File: src/hw/rtl/i2cmbs_pkg.sv
// i2cmbs_pkg: shared types and constants for the i2c master byte sequencer
// holds the phase and command enums and the configuration register indexes
// no dependencies
package i2cmbs_pkg;

  localparam int UNIT_W     = 10;
  localparam int POLL_W     = 8;
  localparam int DELAY_W    = 12;
  localparam int BITCNT_W   = 4;
  localparam int CFG_IDX_W  = 2;
  localparam int CFG_DATA_W = 10;

  localparam logic [UNIT_W-1:0]   UNIT_TICKS_RST = 10'd9;
  localparam logic [POLL_W-1:0]   POLL_LIMIT_RST = 8'd10;
  localparam logic [BITCNT_W-1:0] BITS_PER_BYTE  = 4'd8;

  typedef enum logic [CFG_IDX_W-1:0] {
    CFG_UNIT_TICKS = 2'd0,
    CFG_POLL_LIMIT = 2'd1
  } cfg_idx_t;

  typedef enum logic [2:0] {
    CMD_NONE  = 3'd0,
    CMD_START = 3'd1,
    CMD_SEND  = 3'd2,
    CMD_WAIT  = 3'd3,
    CMD_READ  = 3'd4,
    CMD_STOP  = 3'd5
  } cmd_t;

  typedef enum logic [4:0] {
    PH_IDLE   = 5'd0,
    PH_ST_A   = 5'd1,
    PH_ST_B   = 5'd2,
    PH_SP_A   = 5'd3,
    PH_SP_B   = 5'd4,
    PH_SP_C   = 5'd5,
    PH_TX_HI  = 5'd6,
    PH_TX_LO  = 5'd7,
    PH_WA_REL = 5'd8,
    PH_WA_HI  = 5'd9,
    PH_POLL   = 5'd10,
    PH_RX_LO  = 5'd11,
    PH_RX_HI  = 5'd12,
    PH_AK_LO  = 5'd13,
    PH_AK_HI  = 5'd14
  } phase_t;

endpackage

File: src/hw/rtl/i2c_master_byte_sequencer_core.sv
// i2c_master_byte_sequencer_core: tick-driven i2c master for start, send, ack wait,
// read and stop sequences; depends on i2cmbs_pkg
//
// Usage: every request on the input channel is one bus tick. It carries the sampled
// sda_in level and, when the sequencer is idle, a command (start, send tx_byte MSB
// first, wait for slave ack, read a byte then ack/nack per give_ack, stop). Commands
// given while busy are ignored. Each request yields exactly one result with the SCL
// level, SDA open-drain release, busy/done flags, the last read byte and the ack
// timeout flag, as they stand after that tick.
// The result is registered and appears in the cycle after its input request is taken;
// one request is taken every cycle while the receiver does not stall. The whole tick
// update is one pass of logic from the phase/counter registers into those registers and the result register.
// When the receiver stalls, the result register holds and input is taken only when
// that register is empty or being emptied in the same cycle.
// Configuration writes (index 0: ticks per delay unit, index 1: ack poll limit) are
// always accepted; other indexes are ignored. Write them only while idle.
// Reset (rst, synchronous) returns to idle with SCL high and SDA released, unit
// ticks 9 and poll limit 10, and no pending result.
module i2c_master_byte_sequencer_core (
  input  logic                               clk,
  input  logic                               rst,
  input  logic                               in_valid,
  output logic                               in_ready,
  input  logic [2:0]                         command,
  input  logic [7:0]                         tx_byte,
  input  logic                               give_ack,
  input  logic                               sda_in,
  output logic                               out_valid,
  input  logic                               out_ready,
  output logic                               scl_level,
  output logic                               sda_release,
  output logic                               busy_res,
  output logic                               done_res,
  output logic [7:0]                         rx_byte,
  output logic                               ack_missing,
  input  logic                               cfg_valid,
  output logic                               cfg_ready,
  input  logic [i2cmbs_pkg::CFG_IDX_W-1:0]   cfg_index,
  input  logic [i2cmbs_pkg::CFG_DATA_W-1:0]  cfg_data
);
  import i2cmbs_pkg::*;

  logic [UNIT_W-1:0]   unit_ticks;
  logic [POLL_W-1:0]   ack_poll_limit;

  phase_t              phase, phase_next;
  logic [DELAY_W-1:0]  delay_count, delay_count_next;
  logic [BITCNT_W-1:0] bit_count, bit_count_next;
  logic [7:0]          shift_reg, shift_reg_next;
  logic [POLL_W-1:0]   poll_count, poll_count_next;
  logic                scl_reg, scl_reg_next;
  logic                sda_reg, sda_reg_next;
  logic                ack_reg, ack_reg_next;
  logic                error_reg, error_reg_next;
  logic [7:0]          rx_hold, rx_hold_next;
  logic                done_next;
  logic                busy_next;

  logic                in_fire;
  logic [UNIT_W-1:0]   unit_eff;
  logic [DELAY_W-1:0]  one_unit, two_units;

  assign in_ready  = !out_valid || out_ready;
  assign in_fire   = in_valid && in_ready;
  assign cfg_ready = 1'b1;

  // zero ticks per unit counts as one
  assign unit_eff  = (unit_ticks == '0) ? UNIT_W'(1) : unit_ticks;
  assign one_unit  = DELAY_W'(unit_eff);
  assign two_units = DELAY_W'({unit_eff, 1'b0});

  // configuration registers
  always_ff @(posedge clk) begin
    if (rst) begin
      unit_ticks     <= UNIT_TICKS_RST;
      ack_poll_limit <= POLL_LIMIT_RST;
    end else if (cfg_valid && cfg_ready) begin
      case (cfg_index)
        CFG_UNIT_TICKS: unit_ticks     <= cfg_data[UNIT_W-1:0];
        CFG_POLL_LIMIT: ack_poll_limit <= cfg_data[POLL_W-1:0];
        default: ;
      endcase
    end
  end

  // next state of the sequencer for one tick
  always_comb begin
    phase_next       = phase;
    delay_count_next = delay_count;
    bit_count_next   = bit_count;
    shift_reg_next   = shift_reg;
    poll_count_next  = poll_count;
    scl_reg_next     = scl_reg;
    sda_reg_next     = sda_reg;
    ack_reg_next     = ack_reg;
    error_reg_next   = error_reg;
    rx_hold_next     = rx_hold;
    done_next        = 1'b0;

    if (phase == PH_IDLE) begin
      bit_count_next = '0;
      case (command)
        CMD_START: begin
          phase_next       = PH_ST_A;
          scl_reg_next     = 1'b1;
          sda_reg_next     = 1'b1;
          delay_count_next = two_units;
        end
        CMD_SEND: begin
          phase_next       = PH_TX_HI;
          scl_reg_next     = 1'b1;
          sda_reg_next     = tx_byte[7];
          shift_reg_next   = {tx_byte[6:0], 1'b0};
          delay_count_next = two_units;
        end
        CMD_WAIT: begin
          phase_next       = PH_WA_REL;
          sda_reg_next     = 1'b1;
          delay_count_next = two_units;
        end
        CMD_READ: begin
          ack_reg_next     = give_ack;
          shift_reg_next   = '0;
          phase_next       = PH_RX_LO;
          scl_reg_next     = 1'b0;
          sda_reg_next     = 1'b1;
          delay_count_next = two_units;
        end
        CMD_STOP: begin
          // both lines low first so no false start appears
          phase_next       = PH_SP_A;
          scl_reg_next     = 1'b0;
          sda_reg_next     = 1'b0;
          delay_count_next = DELAY_W'(1);
        end
        default: ;
      endcase
    end else if (phase == PH_POLL) begin
      if (!sda_in) begin
        error_reg_next   = 1'b0;
        phase_next       = PH_IDLE;
        scl_reg_next     = 1'b0;
        delay_count_next = '0;
        done_next        = 1'b1;
      end else if (poll_count >= ack_poll_limit) begin
        error_reg_next   = 1'b1;
        phase_next       = PH_IDLE;
        scl_reg_next     = 1'b1;
        delay_count_next = '0;
        done_next        = 1'b1;
      end else begin
        poll_count_next = poll_count + POLL_W'(1);
      end
    end else if (delay_count > DELAY_W'(1)) begin
      delay_count_next = delay_count - DELAY_W'(1);
    end else begin
      case (phase)
        PH_ST_A: begin
          phase_next       = PH_ST_B;
          scl_reg_next     = 1'b1;
          sda_reg_next     = 1'b0;
          delay_count_next = two_units;
        end
        PH_ST_B: begin
          phase_next       = PH_IDLE;
          scl_reg_next     = 1'b0;
          delay_count_next = '0;
          done_next        = 1'b1;
        end
        PH_SP_A: begin
          phase_next       = PH_SP_B;
          scl_reg_next     = 1'b1;
          sda_reg_next     = 1'b0;
          delay_count_next = two_units;
        end
        PH_SP_B: begin
          phase_next       = PH_SP_C;
          scl_reg_next     = 1'b1;
          sda_reg_next     = 1'b1;
          delay_count_next = two_units;
        end
        PH_SP_C: begin
          phase_next       = PH_IDLE;
          scl_reg_next     = 1'b1;
          delay_count_next = '0;
          done_next        = 1'b1;
        end
        PH_TX_HI: begin
          phase_next       = PH_TX_LO;
          scl_reg_next     = 1'b0;
          delay_count_next = two_units;
        end
        PH_TX_LO: begin
          bit_count_next = bit_count + BITCNT_W'(1);
          if (bit_count_next >= BITS_PER_BYTE) begin
            phase_next       = PH_IDLE;
            scl_reg_next     = 1'b0;
            delay_count_next = '0;
            done_next        = 1'b1;
          end else begin
            phase_next       = PH_TX_HI;
            scl_reg_next     = 1'b1;
            sda_reg_next     = shift_reg[7];
            shift_reg_next   = {shift_reg[6:0], 1'b0};
            delay_count_next = two_units;
          end
        end
        PH_WA_REL: begin
          phase_next       = PH_WA_HI;
          scl_reg_next     = 1'b1;
          sda_reg_next     = 1'b1;
          delay_count_next = two_units;
        end
        PH_WA_HI: begin
          // first poll happens on the same tick the clock-high hold ends
          scl_reg_next = 1'b1;
          sda_reg_next = 1'b1;
          if (!sda_in) begin
            error_reg_next   = 1'b0;
            phase_next       = PH_IDLE;
            scl_reg_next     = 1'b0;
            delay_count_next = '0;
            done_next        = 1'b1;
            poll_count_next  = '0;
          end else if (ack_poll_limit == '0) begin
            error_reg_next   = 1'b1;
            phase_next       = PH_IDLE;
            delay_count_next = '0;
            done_next        = 1'b1;
            poll_count_next  = '0;
          end else begin
            phase_next      = PH_POLL;
            poll_count_next = POLL_W'(1);
          end
        end
        PH_RX_LO: begin
          shift_reg_next   = {shift_reg[6:0], sda_in};
          bit_count_next   = bit_count + BITCNT_W'(1);
          phase_next       = PH_RX_HI;
          scl_reg_next     = 1'b1;
          sda_reg_next     = 1'b1;
          delay_count_next = one_unit;
        end
        PH_RX_HI: begin
          if (bit_count >= BITS_PER_BYTE) begin
            rx_hold_next     = shift_reg;
            phase_next       = PH_AK_LO;
            scl_reg_next     = 1'b0;
            sda_reg_next     = !ack_reg;
            delay_count_next = two_units;
          end else begin
            phase_next       = PH_RX_LO;
            scl_reg_next     = 1'b0;
            sda_reg_next     = 1'b1;
            delay_count_next = two_units;
          end
        end
        PH_AK_LO: begin
          phase_next       = PH_AK_HI;
          scl_reg_next     = 1'b1;
          delay_count_next = two_units;
        end
        PH_AK_HI: begin
          phase_next       = PH_IDLE;
          scl_reg_next     = 1'b0;
          delay_count_next = '0;
          done_next        = 1'b1;
        end
        default: begin
          phase_next       = PH_IDLE;
          delay_count_next = '0;
          done_next        = 1'b1;
        end
      endcase
    end
  end

  // result flags derived from the next state
  always_comb begin
    busy_next = (phase_next != PH_IDLE);
  end

  always_ff @(posedge clk) begin
    if (rst) begin
      phase       <= PH_IDLE;
      delay_count <= '0;
      bit_count   <= '0;
      shift_reg   <= '0;
      poll_count  <= '0;
      scl_reg     <= 1'b1;
      sda_reg     <= 1'b1;
      ack_reg     <= 1'b0;
      error_reg   <= 1'b0;
      rx_hold     <= '0;
    end else if (in_fire) begin
      phase       <= phase_next;
      delay_count <= delay_count_next;
      bit_count   <= bit_count_next;
      shift_reg   <= shift_reg_next;
      poll_count  <= poll_count_next;
      scl_reg     <= scl_reg_next;
      sda_reg     <= sda_reg_next;
      ack_reg     <= ack_reg_next;
      error_reg   <= error_reg_next;
      rx_hold     <= rx_hold_next;
    end
  end

  // result register
  always_ff @(posedge clk) begin
    if (rst) begin
      out_valid <= 1'b0;
    end else if (in_fire) begin
      out_valid <= 1'b1;
    end else if (out_ready) begin
      out_valid <= 1'b0;
    end
  end

  always_ff @(posedge clk) begin
    if (in_fire) begin
      scl_level   <= scl_reg_next;
      sda_release <= sda_reg_next;
      busy_res    <= busy_next;
      done_res    <= done_next;
      rx_byte     <= rx_hold_next;
      ack_missing <= error_reg_next;
    end
  end

  // a finishing tick never reports busy
  a_done_not_busy: assert property (@(posedge clk) disable iff (rst)
    out_valid && done_res |-> !busy_res)
    else $error("done reported while still busy");

  // idle always leaves the delay counter cleared
  a_idle_delay: assert property (@(posedge clk) disable iff (rst)
    phase == PH_IDLE |-> delay_count == '0)
    else $error("delay count left over in idle");

  // every timed hold has a nonzero count
  a_hold_count: assert property (@(posedge clk) disable iff (rst)
    phase != PH_IDLE && phase != PH_POLL |-> delay_count != '0)
    else $error("timed hold with zero count");

  a_bit_count: assert property (@(posedge clk) disable iff (rst)
    bit_count <= BITS_PER_BYTE)
    else $error("bit count beyond one byte");

  // a start request taken while idle enters the start sequence
  a_start_entry: assert property (@(posedge clk) disable iff (rst)
    in_fire && phase == PH_IDLE && command == CMD_START |=> phase == PH_ST_A)
    else $error("start request not taken");

endmodule
File: config.mk
export PLATFORM = sky130hd
export DESIGN_NAME = i2c_master_byte_sequencer_core
export DESIGN_NICKNAME = d
export VERILOG_FILES = /design/src/hw/rtl/i2cmbs_pkg.sv /design/src/hw/rtl/i2c_master_byte_sequencer_core.sv
export SDC_FILE = /design/constraint.sdc
export NUM_CORES = 1
export LEC_CHECK = 0
export BUFFER_PORTS_ARGS = -buffer_cell sky130_fd_sc_hd__buf_4
export CAP_MARGIN = 10
export CORE_MARGIN = 2
export CORE_UTILIZATION = 45
export CTS_CLUSTER_SIZE = 12
export DETAILED_ROUTE_END_ITERATION = 10
export GPL_ROUTABILITY_DRIVEN = 0
export SLEW_MARGIN = 20
export SYNTH_ARGS = -nofsm -noshare
export SYNTH_HDL_FRONTEND = slang
export SYNTH_SLANG_ARGS = --single-unit
File: constraint.sdc
create_clock -name clk -period 6.9 [get_ports clk]
set_clock_uncertainty 0.1 [all_clocks]
set_input_delay 1.035 -clock clk [delete_from_list [all_inputs] [get_ports clk]]
set_output_delay 1.035 -clock clk [all_outputs]
set_load 0.03 [all_outputs]
---- Word-level counts from Yosys, hierarchy flattened ----
Index checks and enable logic that the tools add are counted.
word-level totals
  flip-flop bits (word level) ............. 81
  input port bits ......................... 30
  output and inout bits ................... 16
  logic and storage cells ................. 166
operators by class
  add/sub/neg operators ................... 3
  $lt $le $gt $ge ......................... 4
  equal/unequal tests ..................... 30
  mux-type cells .......................... 78
  bitwise operators ....................... 1
  reductions and logical operators ........ 31
operator list
  cell                                                      count
  2-to-1 mux 8 bit                                          14
  2-to-1 mux 12 bit                                         7
  one-hot mux 12 bit (4 select lines)                       1
  one-hot mux 4 bit (10 select lines)                       1
  equality test 5 x 4 -> 1 bit, second input constant       7
  one-hot mux 8 bit (2 select lines)                        2
  2-to-1 mux 1 bit                                          31
  2-to-1 mux 5 bit                                          5
  one-hot mux 5 bit (5 select lines)                        1
  2-to-1 mux 4 bit                                          6
  one-hot mux 12 bit (2 select lines)                       1
  equality test 5 x 3 -> 1 bit, second input constant       4
  OR reduction 7 bit                                        2
  > comparator 12 x 1 -> 1 bit, second input constant       1
  AND reduction 6 bit                                       2
  OR reduction 4 bit                                        3
  subtractor 12 x 1 -> 12 bit, second input constant        1
  2-to-1 mux 11 bit                                         1
  equality test 5 x 2 -> 1 bit, second input constant       2
  logical NOT 10 bit                                        1
  2-to-1 mux 10 bit                                         1
  inequality test 2 bit, second input constant              5
  adder 8 x 1 -> 8 bit, second input constant               1
  greater-or-equal comparator 4 bit, second input constant  2
  32 further kinds                                          45

---- Longest topological paths before layout ----
Gate-level depths: netlist of the first run.
  depth in word-level cells ............... 8
  gate-level depth with buffers ........... 10
  mapped depth without buffers ............ 8

---- Worst setup path before layout of the first run ----
Ideal clock, no wire load.
  path kind ............................... input to register
  start ................................... input out_ready
  end ..................................... register rx_hold[1]
  library setup time ...................... 0.138 ns
  arrival ................................. 2.867 ns
  data required time ...................... 6.662 ns
  slack ................................... 3.795 ns
  stages .................................. 7
  path buffers ............................ 1
  cells stage by stage .................... nand2b_1 -> nand2_1 -> inv_1 -> clkbuf_1 -> nand2_1 -> nand2_1 -> a21oi_2
between the ends
  longest elaborated chain between the ends .. 2
RTL lines
  element               line                                   source
  start, declared       i2c_master_byte_sequencer_core.sv:29   input logic out_ready,
  logical OR 1 bit      i2c_master_byte_sequencer_core.sv:63   assign in_ready = !out_valid || out_ready;
  logical AND 1 bit     i2c_master_byte_sequencer_core.sv:64   assign in_fire = in_valid && in_ready;
  net in_fire           i2c_master_byte_sequencer_core.sv:59   logic in_fire;
  end signal, assigned  i2c_master_byte_sequencer_core.sv:305  rx_hold <= rx_hold_next;
  end, declared         i2c_master_byte_sequencer_core.sv:55   logic [7:0] rx_hold, rx_hold_next;
The timed path passes the listed nets, and every way through them passes these cells.
A chain may end at the register's enable or synchronous reset.

---- Worst setup path after layout of the first run ----
  start ................................... register delay_count[4]
  end ..................................... register rx_hold[6]
between the ends
  longest elaborated chain between the ends .. 4
RTL lines
  element                       line                                   source
  start, declared               i2c_master_byte_sequencer_core.sv:47   logic [DELAY_W-1:0] delay_count, delay_count_next;
  start signal, assigned        i2c_master_byte_sequencer_core.sv:297  delay_count <= delay_count_next;
  > comparator 12 x 1 -> 1 bit  i2c_master_byte_sequencer_core.sv:154  end else if (delay_count > DELAY_W'(1)) begin
  2-to-1 mux 8 bit              i2c_master_byte_sequencer_core.sv:154
  2-to-1 mux 8 bit              i2c_master_byte_sequencer_core.sv:138  end else if (phase == PH_POLL) begin
  2-to-1 mux 8 bit              i2c_master_byte_sequencer_core.sv:100  if (phase == PH_IDLE) begin
No other way between the ends.

==> flow_metrics.env, run 1 <==
export IMPL_die_height_um=110.0
export IMPL_min_path_type="register to register"
export IMPL_synthMuxAreaShare_pct=5.171
export IMPL_tightest_slew_ns=1.062
export IMPL_setup_viol=0
export IMPL_crit_path_max_incr_delay_ns=0.70
export IMPL_layout_common_cells="nand2_1 (74), dfxtp_1 (68), nor2_1 (61), buf_4 (50), a21oi_1 (44)"
export IMPL_diodes=0
export IMPL_crit_path_end_kind="register"
export IMPL_rr_worst_depth=6
export IMPL_clk_pin_slew_ns=0.07
export IMPL_synth_edf_count=13
export IMPL_final_common_cell="nand2_1"
export IMPL_synth_area_um2=5057
export IMPL_insertion_delay_ns=0.38
export IMPL_die_w_um=110.0
export IMPL_cts_sinks=81
export IMPL_p_seq_share_pct=44.2
export IMPL_synth_xor_area_share_pct=1.905
export IMPL_grt_pass1_wl_mm=22.25
export IMPL_cts_hold_buffers_added=0
export IMPL_rr_endpoint="rx_hold[6]"
export IMPL_switching_share_pct=33.41
export IMPL_status="finished clean"
export IMPL_regMostFlops="delay_count"
export IMPL_root_buffer="clkbuf_8"
export IMPL_cp_arrival_ns=3.51
export IMPL_fillers=1073
export IMPL_leakagePower_nw=2.104
export IMPL_internal_power_mw=0.8013
export IMPL_worstSetupPathType="register to register"
export IMPL_hp_start="rx_hold[4]"
export IMPL_yosys_area_share_simple_pct=24.02
export IMPL_antenna_left=0
export IMPL_post_route_period_util_pct=48.00
export IMPL_rows=38
export IMPL_vias_per_cell=5.959
export IMPL_first_pass_iters=5
export IMPL_drt_first_iter_violations=351
export IMPL_drc_errors=0
export IMPL_reg2reg_slack_ns=3.59
export IMPL_cp_startpoint="delay_count[4]"
export IMPL_finalNonFillerCells=785
export IMPL_rsz0062_at_grt="no"
export IMPL_dieArea_um2=12100
export IMPL_drive_gt1_share_pct=15.35
export IMPL_top_regs="delay_count x12, unit_ticks x10"
export IMPL_nets=684
export IMPL_dp_cells=769
export IMPL_worstPathRequired_ns=7.10
export IMPL_preCtsSetupSlack_ns=3.403
export IMPL_setup_tns_ns=0
export IMPL_syn_inst=623
export IMPL_largest_reg_flops=12
export IMPL_synth_main_ff_cell="dfxtp_1"
export IMPL_p_switching_mw=0.4020
export IMPL_regToRegStartpoint="delay_count[4]"
export IMPL_num_io_pins=46
export IMPL_clkPwrFrac_pct=29.1
export IMPL_synth_nets=667
export IMPL_avgSynthCellArea_um2=8.118
export IMPL_hold_end="rx_hold[4]"
export IMPL_grt_max_degree=61
export IMPL_cts_buffers=9
export IMPL_cts_resized=0
export IMPL_tritoncts="built"
export IMPL_period_needed_ns=3.312
export IMPL_hold_viol=0
export IMPL_path_cells="or4_1, or4_4, nor4_4, and2_1, nand2_1, a21oi_2"
export IMPL_path_max_fanout=21
export IMPL_fin_ws_ns=3.588
export IMPL_whs_ns=0.3610
export IMPL_maxCapViolations=0
export IMPL_p_comb_share_pct=26.7
export IMPL_antenna_found_initial=0
export IMPL_final_util_pct=51.47
export IMPL_max_freq_mhz=301.9
export IMPL_grt_use_total_pct=23.59
export IMPL_start_util_pct=46.45
export IMPL_core_area_um2=10890
export IMPL_post_drt_wl_per_cell_um=17.13
export IMPL_ir_drop_uv=114.3
export IMPL_cp_slowest_cell="nor4_4"
export IMPL_ys_ff_latch=81
export IMPL_synth_fa_ha_area_share_pct=3.464
export IMPL_synth_warnings=0
export IMPL_synth_compound_area_share_pct=24.89
export IMPL_ys_seq_area_share_pct=34.64
export IMPL_ys_types=74
export IMPL_grt_pass1_vias=4301
export IMPL_dp_hpwl_mm=9.290
export IMPL_overflow=0
export IMPL_whs_path_depth=2
export IMPL_numPortBuffers=44
export IMPL_slew_violations=0
export IMPL_synth_top_family_by_area="compound AO/OA/AOI/OAI gates"
export IMPL_power_density_nw_per_um2=214.7
export IMPL_route_vias_total=4678
export IMPL_htree_num_levels=3
export IMPL_wl_mm=13.45
export IMPL_clockBufferDepth=2
export IMPL_area_delta_synth_final_pct=10.81
export IMPL_start_kind="register"
export IMPL_slew_headroom_pct=28.85
export IMPL_cts_setup_buffers=0
export IMPL_ys_async_sr_fraction_pct=0
-- area by class of cell --
cell class / count / area [um2] / area share (%)
clock buffers: 15 / 156.4 / 2.791
multi-input cells: 473 / 3022 / 53.92
inverters: 25 / 93.84 / 1.674
repair buffers: 50 / 375.4 / 6.698
well taps: 140 / 175.2 / 3.126
flip-flops and latches: 81 / 1752 / 31.26
clock inverters: 1 / 30.03 / 0.5358
-- worst max-delay path by stage --
stage                    end  slack, ns  cells after the start
6_report          rx_hold[6]       3.59                      6
5_1_grt        poll_count[5]       3.35                      6
4_1_cts        poll_count[5]       3.39                      6
3_5_place_dp   poll_count[5]       3.40                      6
3_3_place_gp   poll_count[6]       3.53                      6
2_1_floorplan     rx_hold[1]       3.80                      7
-- layer usage --
layer | up-vias | part of all wire [%] | routed length (um) | global-route usage, %
met1 | 2211 | 49 | 6531 | 34.16
met3 | 19 | 5.3 | 718 | 4.527
met2 | 132 | 44 | 5965 | 35.14
met4 | 0 | 1.7 | 229 | 7.685
li1 | 2316 | - | - | -
met5 | - | 0 | 0 | 0
-- worst max-delay path, delay by kind of cell (launching register included) --
kind            cells  cell delay (ns)
compound gates      1             0.15
flops               1             0.38
simple gates        5             2.61
-- stage by stage --
| step | cell area, um2 | power [mW] |
|---|---|---|
| global route | 5604 | 1.271 |
| finish | 5604 | 1.203 |
| CTS | 5604 | 1.208 |
| global placement | 5411 | 0.8535 |
| floorplan | 5057 | 0.7732 |
| detailed placement | 5418 | 0.8570 |
-- kinds of logic (layout without fill, tap and decap cells) --
logic type | after synthesis | count (layout)
mux | 25 | 25
compound gates | 180 | 180
fa+ha+maj | 14 | 14
buf+inv | 69 | 91
other cells | 1 | 1
xor+xnor | 11 | 11
simple gates | 242 | 242
flops | 81 | 81
-- power groups by stage --
stage | clock network [mW] | logic (mW) | registers (mW)
floorplan | 0 | 0.231 | 0.542
global placement | 0 | 0.313 | 0.541
detailed placement | 0 | 0.314 | 0.543
CTS | 0.360 | 0.316 | 0.532
global route | 0.380 | 0.354 | 0.537
finish | 0.350 | 0.321 | 0.532
-- cell usage after synthesis, types with 3 or more instances --
| cell | count | area, um2 |
|---|---|---|
| a41o_1 | 5 | 50.05 |
| o31ai_1 | 9 | 67.56 |
| o211ai_1 | 3 | 22.52 |
| nand2_1 | 74 | 277.8 |
| a2111oi_0 | 3 | 26.28 |
| o21ai_0 | 30 | 150.1 |
| mux2i_1 | 16 | 160.2 |
| a221oi_1 | 4 | 35.03 |
| and2_1 | 3 | 18.77 |
| o21a_1 | 5 | 37.54 |
| dfxtp_1 | 68 | 1361 |
| a21oi_2 | 10 | 87.58 |
| a31oi_1 | 10 | 62.56 |
| nand3_1 | 11 | 55.05 |
| edfxtp_1 | 13 | 390.4 |
| o311ai_0 | 4 | 35.03 |
| or4_1 | 7 | 52.55 |
| a211oi_1 | 10 | 75.07 |
| nor3_1 | 27 | 135.1 |
| a41oi_1 | 3 | 26.28 |
| o31a_1 | 4 | 35.03 |
| ha_1 | 14 | 175.2 |
| o2111ai_1 | 3 | 26.28 |
| nand2b_1 | 12 | 75.07 |
| a21o_1 | 8 | 60.06 |
| nor2b_1 | 5 | 31.28 |
| clkbuf_1 | 33 | 123.9 |
| nor4_1 | 6 | 37.54 |
| nand4_1 | 7 | 43.79 |
| inv_1 | 25 | 93.84 |
| buf_1 | 4 | 15.01 |
| a21oi_1 | 44 | 220.2 |
| mux2_2 | 9 | 101.4 |
| or3_1 | 3 | 18.77 |
| buf_6 | 4 | 45.04 |
| xor2_1 | 5 | 43.79 |
| xnor2_1 | 6 | 52.55 |
| nor2_1 | 61 | 229.0 |
No activity file was read; power rests on OpenSTA's default activity.
==> run 2, diff against run 1 <==
- PLACE_DENSITY: not set -> 0.66
- clock period: 6.9 -> 3 ns (I/O delays scaled with it)
==> flow_metrics.env, run 2 (synthesized netlist as in run 1, its figures left out) <==
export IMPL_setup_viol=0
export IMPL_dieArea_um2=12100
export IMPL_period_needed_ns=2.842
export IMPL_die_w_um=110.0
export IMPL_slew_headroom_pct=35.91
export IMPL_p_switching_mw=0.9645
export IMPL_multi_input_area_um2=3020
export IMPL_tritoncts="built"
export IMPL_start_util_pct=46.45
export IMPL_status="finished clean"
export IMPL_core_area_um2=10890
export IMPL_slew_violations=0
export IMPL_whs_path_depth=3
export IMPL_p_seq_share_pct=41.5
export IMPL_cp_arrival_ns=3.04
export IMPL_final_area_um2=5874
export IMPL_numPortBuffers=44
export IMPL_max_freq_mhz=351.9
export IMPL_power_density_nw_per_um2=500.5
export IMPL_leakagePower_nw=2.272
export IMPL_final_common_cell="buf_4"
export IMPL_postPlaceCellArea_um2=5642
export IMPL_clockBufferDepth=2
export IMPL_preCtsSetupSlack_ns=0.1182
export IMPL_antenna_left=0
export IMPL_rr_worst_depth=7
export IMPL_grt_max_degree=59
export IMPL_overflow=0
export IMPL_layout_common_cells="buf_4 (78), nand2_1 (74), dfxtp_1 (68), nor2_1 (61), a21oi_1 (44)"
export IMPL_fin_ws_ns=0.1581
export IMPL_switching_share_pct=32.81
export IMPL_largest_reg_flops=12
export IMPL_post_route_period_util_pct=94.73
export IMPL_rsz0062_at_grt="no"
export IMPL_vias_per_cell=6.037
export IMPL_diodes=0
export IMPL_wl_mm=13.97
export IMPL_antenna_found_initial=0
export IMPL_reg2reg_slack_ns=0.16
export IMPL_route_vias_total=4914
export IMPL_drt_first_iter_violations=533
export IMPL_regArea_um2=1752
export IMPL_internal_power_mw=1.975
export IMPL_start_kind="register"
export IMPL_root_buffer="clkbuf_8"
export IMPL_worstSetupPathType="register to register"
export IMPL_cts_sinks=81
export IMPL_hp_start="cfg_data[0]"
export IMPL_cts_buffers=9
export IMPL_drive_gt1_share_pct=19.44
export IMPL_regToRegStartpoint="delay_count[2]"
export IMPL_crit_path_end_kind="register"
export IMPL_maxCapViolations=0
export IMPL_min_path_type="input pin to register"
export IMPL_setup_tns_ns=0
export IMPL_cp_slowest_cell="or4_4"
export IMPL_drc_errors=0
export IMPL_grt_use_total_pct=23.94
export IMPL_rr_endpoint="phase[3]"
export IMPL_num_io_pins=46
export IMPL_regMostFlops="delay_count"
export IMPL_nets=713
export IMPL_grt_pass1_vias=4665
export IMPL_p_comb_share_pct=27.7
export IMPL_top_regs="delay_count x12, unit_ticks x10"
export IMPL_hold_end="unit_ticks[0]"
export IMPL_path_common_cell="or4_4"
export IMPL_dp_hpwl_mm=9.834
export IMPL_fillers=1032
export IMPL_first_pass_iters=6
export IMPL_tightest_slew_ns=0.9569
export IMPL_cts_setup_buffers=0
export IMPL_clk_pin_slew_ns=0.09
export IMPL_crit_path_max_incr_delay_ns=0.59
export IMPL_rows=38
export IMPL_worstPathRequired_ns=3.20
export IMPL_die_height_um=110.0
export IMPL_hold_viol=0
export IMPL_path_cells="or4_4, or4_4, buf_4, a2111oi_4, a41oi_1, nand2b_1, a21oi_1"
export IMPL_ir_drop_uv=364.8
export IMPL_area_delta_synth_final_pct=16.16
export IMPL_insertion_delay_ns=0.38
export IMPL_post_drt_wl_per_cell_um=17.16
export IMPL_path_max_fanout=19
export IMPL_clkPwrFrac_pct=30.8
export IMPL_grt_pass1_wl_mm=22.61
export IMPL_htree_num_levels=3
export IMPL_total_power_mw=2.940
==> run 2: layer usage <==
metal | wire length [um] | track usage (%)
met5 | 0 | 0
met4 | 346 | 10.31
met3 | 836 | 3.704
met2 | 6501 | 40.10
met1 | 6281 | 30.51
==> run 2: area by class of cell <==
class | count | share of cell area [%]
Clock inverter | 3 | 0.7881
Multi-Input combinational cell | 473 | 51.42
Inverter | 25 | 1.597
Clock buffer | 13 | 3.088
Sequential cell | 81 | 29.82
Tap cell | 140 | 2.982
Timing Repair Buffer | 79 | 10.31
==> run 2: power groups by stage <==
stage	Combinational (mW)	Sequential, mW	Clock (mW)
6_report	0.814	1.22	0.905
5_1_grt	0.889	1.23	0.958
4_1_cts	0.803	1.22	0.924
3_5_place_dp	0.799	1.24	0
3_3_place_gp	0.789	1.24	0
2_1_floorplan	0.531	1.25	0
==> run 2: worst max-delay path by stage <==
stage              startpoint              to  slack, ns  depth (start not counted)
2_1_floorplan  delay_count[4]      rx_byte[0]       0.24                          6
3_3_place_gp    poll_count[0]        busy_res       0.22                          8
3_5_place_dp    poll_count[0]        busy_res       0.12                          8
4_1_cts         poll_count[0]        busy_res        0.1                          8
5_1_grt         poll_count[0]  delay_count[1]       0.02                          9
6_report       delay_count[2]        phase[3]       0.16                          7
==> run 2: worst max-delay path, delay by kind of cell, from the launching register on <==
family	cells	cell delay [ns]
AO/OA/AOI/OAI	3	0.72
buffers and inverters	1	0.24
flip-flops	1	0.37
AND/OR/NAND/NOR	3	1.34
==> run 2: what timing repair did <==
action	4_1_cts	5_1_grt
hold buffers	0	0
endpoints found under the setup margin	0	1
resized for setup	0	1
==> run 2: stage by stage <==
step	utilization [%]	hold WS [ns]	cells
finish	53.95	0.2072	814
global route	53.95	0.2079	814
CTS	53.91	0.1913	814
detailed placement	51.82	0.3514	798
global placement	51.82	0.3480	798
floorplan	-	0.3378	623
==> run 3, diff against run 2 <==
==> constraint.sdc (replaced) <==
create_clock -name clk -period 3 [get_ports clk]
set_clock_uncertainty 0.1 [all_clocks]
set_input_delay 0.6 -clock clk [delete_from_list [all_inputs] [get_ports clk]]
set_output_delay 0.6 -clock clk [all_outputs]
set_load 0.03 [all_outputs]
==> flow_metrics.env, run 3 (synthesized netlist as in run 1, its figures left out) <==
export IMPL_start_util_pct=46.45
export IMPL_rsz0062_at_grt="no"
export IMPL_diodes=0
export IMPL_slew_violations=0
export IMPL_drc_errors=0
export IMPL_max_freq_mhz=360.4
export IMPL_area_delta_synth_final_pct=15.46
export IMPL_largest_reg_flops=12
export IMPL_layout_common_cells="buf_4 (75), nand2_1 (74), dfxtp_1 (68), nor2_1 (61), a21oi_1 (44)"
export IMPL_core_area_um2=10890
export IMPL_period_needed_ns=2.775
export IMPL_overflow=0
export IMPL_cts_buffers=9
export IMPL_ir_drop_uv=237.7
export IMPL_regMostFlops="delay_count"
export IMPL_top_regs="delay_count x12, unit_ticks x10"
export IMPL_status="finished clean"
export IMPL_cp_arrival_ns=2.81
export IMPL_route_vias_total=4858
export IMPL_clk_pin_slew_ns=0.09
export IMPL_drt_first_iter_violations=486
export IMPL_grt_pass1_vias=4630
export IMPL_num_io_pins=46
export IMPL_total_power_mw=2.868
export IMPL_cts_sinks=81
export IMPL_post_route_period_util_pct=92.49
export IMPL_drive_gt1_share_pct=19.82
export IMPL_min_path_type="input pin to register"
export IMPL_setup_tns_ns=0
export IMPL_grt_use_total_pct=24.06
export IMPL_worstPathRequired_ns=3.04
export IMPL_worstSetupPathType="register to register"
export IMPL_antenna_found_initial=0
export IMPL_tritoncts="built"
export IMPL_grt_max_degree=35
export IMPL_setup_viol=0
export IMPL_insertion_delay_ns=0.38
export IMPL_die_height_um=110.0
export IMPL_hold_viol=0
export IMPL_clockBufferDepth=2
export IMPL_rows=38
export IMPL_maxCapViolations=0
export IMPL_numPortBuffers=44
export IMPL_htree_num_levels=3
export IMPL_finalNonFillerCells=811
export IMPL_leakagePower_nw=2.248
export IMPL_wl_mm=13.96
export IMPL_slew_headroom_pct=29.89
export IMPL_root_buffer="clkbuf_8"
export IMPL_cts_setup_buffers=0
export IMPL_dp_hpwl_mm=9.799
export IMPL_vias_per_cell=5.990
export IMPL_start_kind="register"
export IMPL_post_drt_wl_per_cell_um=17.21
export IMPL_final_common_cell="buf_4"
export IMPL_tightest_slew_ns=1.047
export IMPL_crit_path_end_kind="register"
export IMPL_antenna_left=0
export IMPL_power_density_nw_per_um2=491.2
export IMPL_dp_cells=795
export IMPL_path_max_fanout=12
export IMPL_first_pass_iters=5
export IMPL_nets=710
export IMPL_grt_pass1_wl_mm=22.60
export IMPL_die_w_um=110.0
export IMPL_dieArea_um2=12100
[run 3: per-stage QoR]
step	utilization [%]	worst slack, ns	cell area, um2	hold slack (ns)
4_1_cts	53.47	0.1283	5822	0.3411
5_1_grt	53.63	0.06684	5839	0.3565
2_1_floorplan	-	0.2379	5057	0.3378
3_5_place_dp	51.61	0.1382	5619	0.3585
6_report	53.63	0.2252	5839	0.3578
3_3_place_gp	51.61	0.2028	5619	0.3462
[run 3: area by class of cell]
cell class                      instances  area (um2)
Inverter                               25       93.84
Clock buffer                            9       123.9
Timing Repair Buffer                   76       583.1
Clock inverter                          7       78.83
Tap cell                              140       175.2
Sequential cell                        81        1752
Fill cell                            1037        5049
Multi-Input combinational cell        473        3033
[run 3: power by group]
part	leakage, nW	total (mW)	switching (mW)	internal (mW)
Sequential	0.682	1.22	0.0624	1.16
Combinational	1.47	0.805	0.480	0.326
Clock	0.0977	0.841	0.448	0.393
Total	2.25	2.87	0.990	1.88
[run 3: final timing paths]
check | start | end | slack, ns | cells after the start
setup reg to reg | delay_count[2] | rx_byte[1] | 0.23 | 5
hold / removal | cfg_data[0] | unit_ticks[0] | 0.36 | 3
hold reg to reg | rx_hold[7] | rx_hold[7] | 0.37 | 2
setup / recovery | delay_count[2] | rx_byte[1] | 0.23 | 5
[run 3: critical path, cell delays in order, from the launching register on]
cell     delay (ns)
dfxtp_1        0.37
or4_4          0.57
or4_4          0.65
nor4_4         0.27
buf_4          0.22
mux2_2         0.35
[run 3: layer usage]
layer,up-vias,global-route usage (%),share of wire (%)
met2,192,37.82,45
li1,2360,-,-
met3,30,3.880,6.3
met4,0,12.75,3.3
met5,-,0,0
met1,2276,31.67,45
[run 3: repair_timing]
action	in CTS	in global routing
hold buffers	0	0
gates resized for setup	0	5
endpoints found under the setup margin	0	7
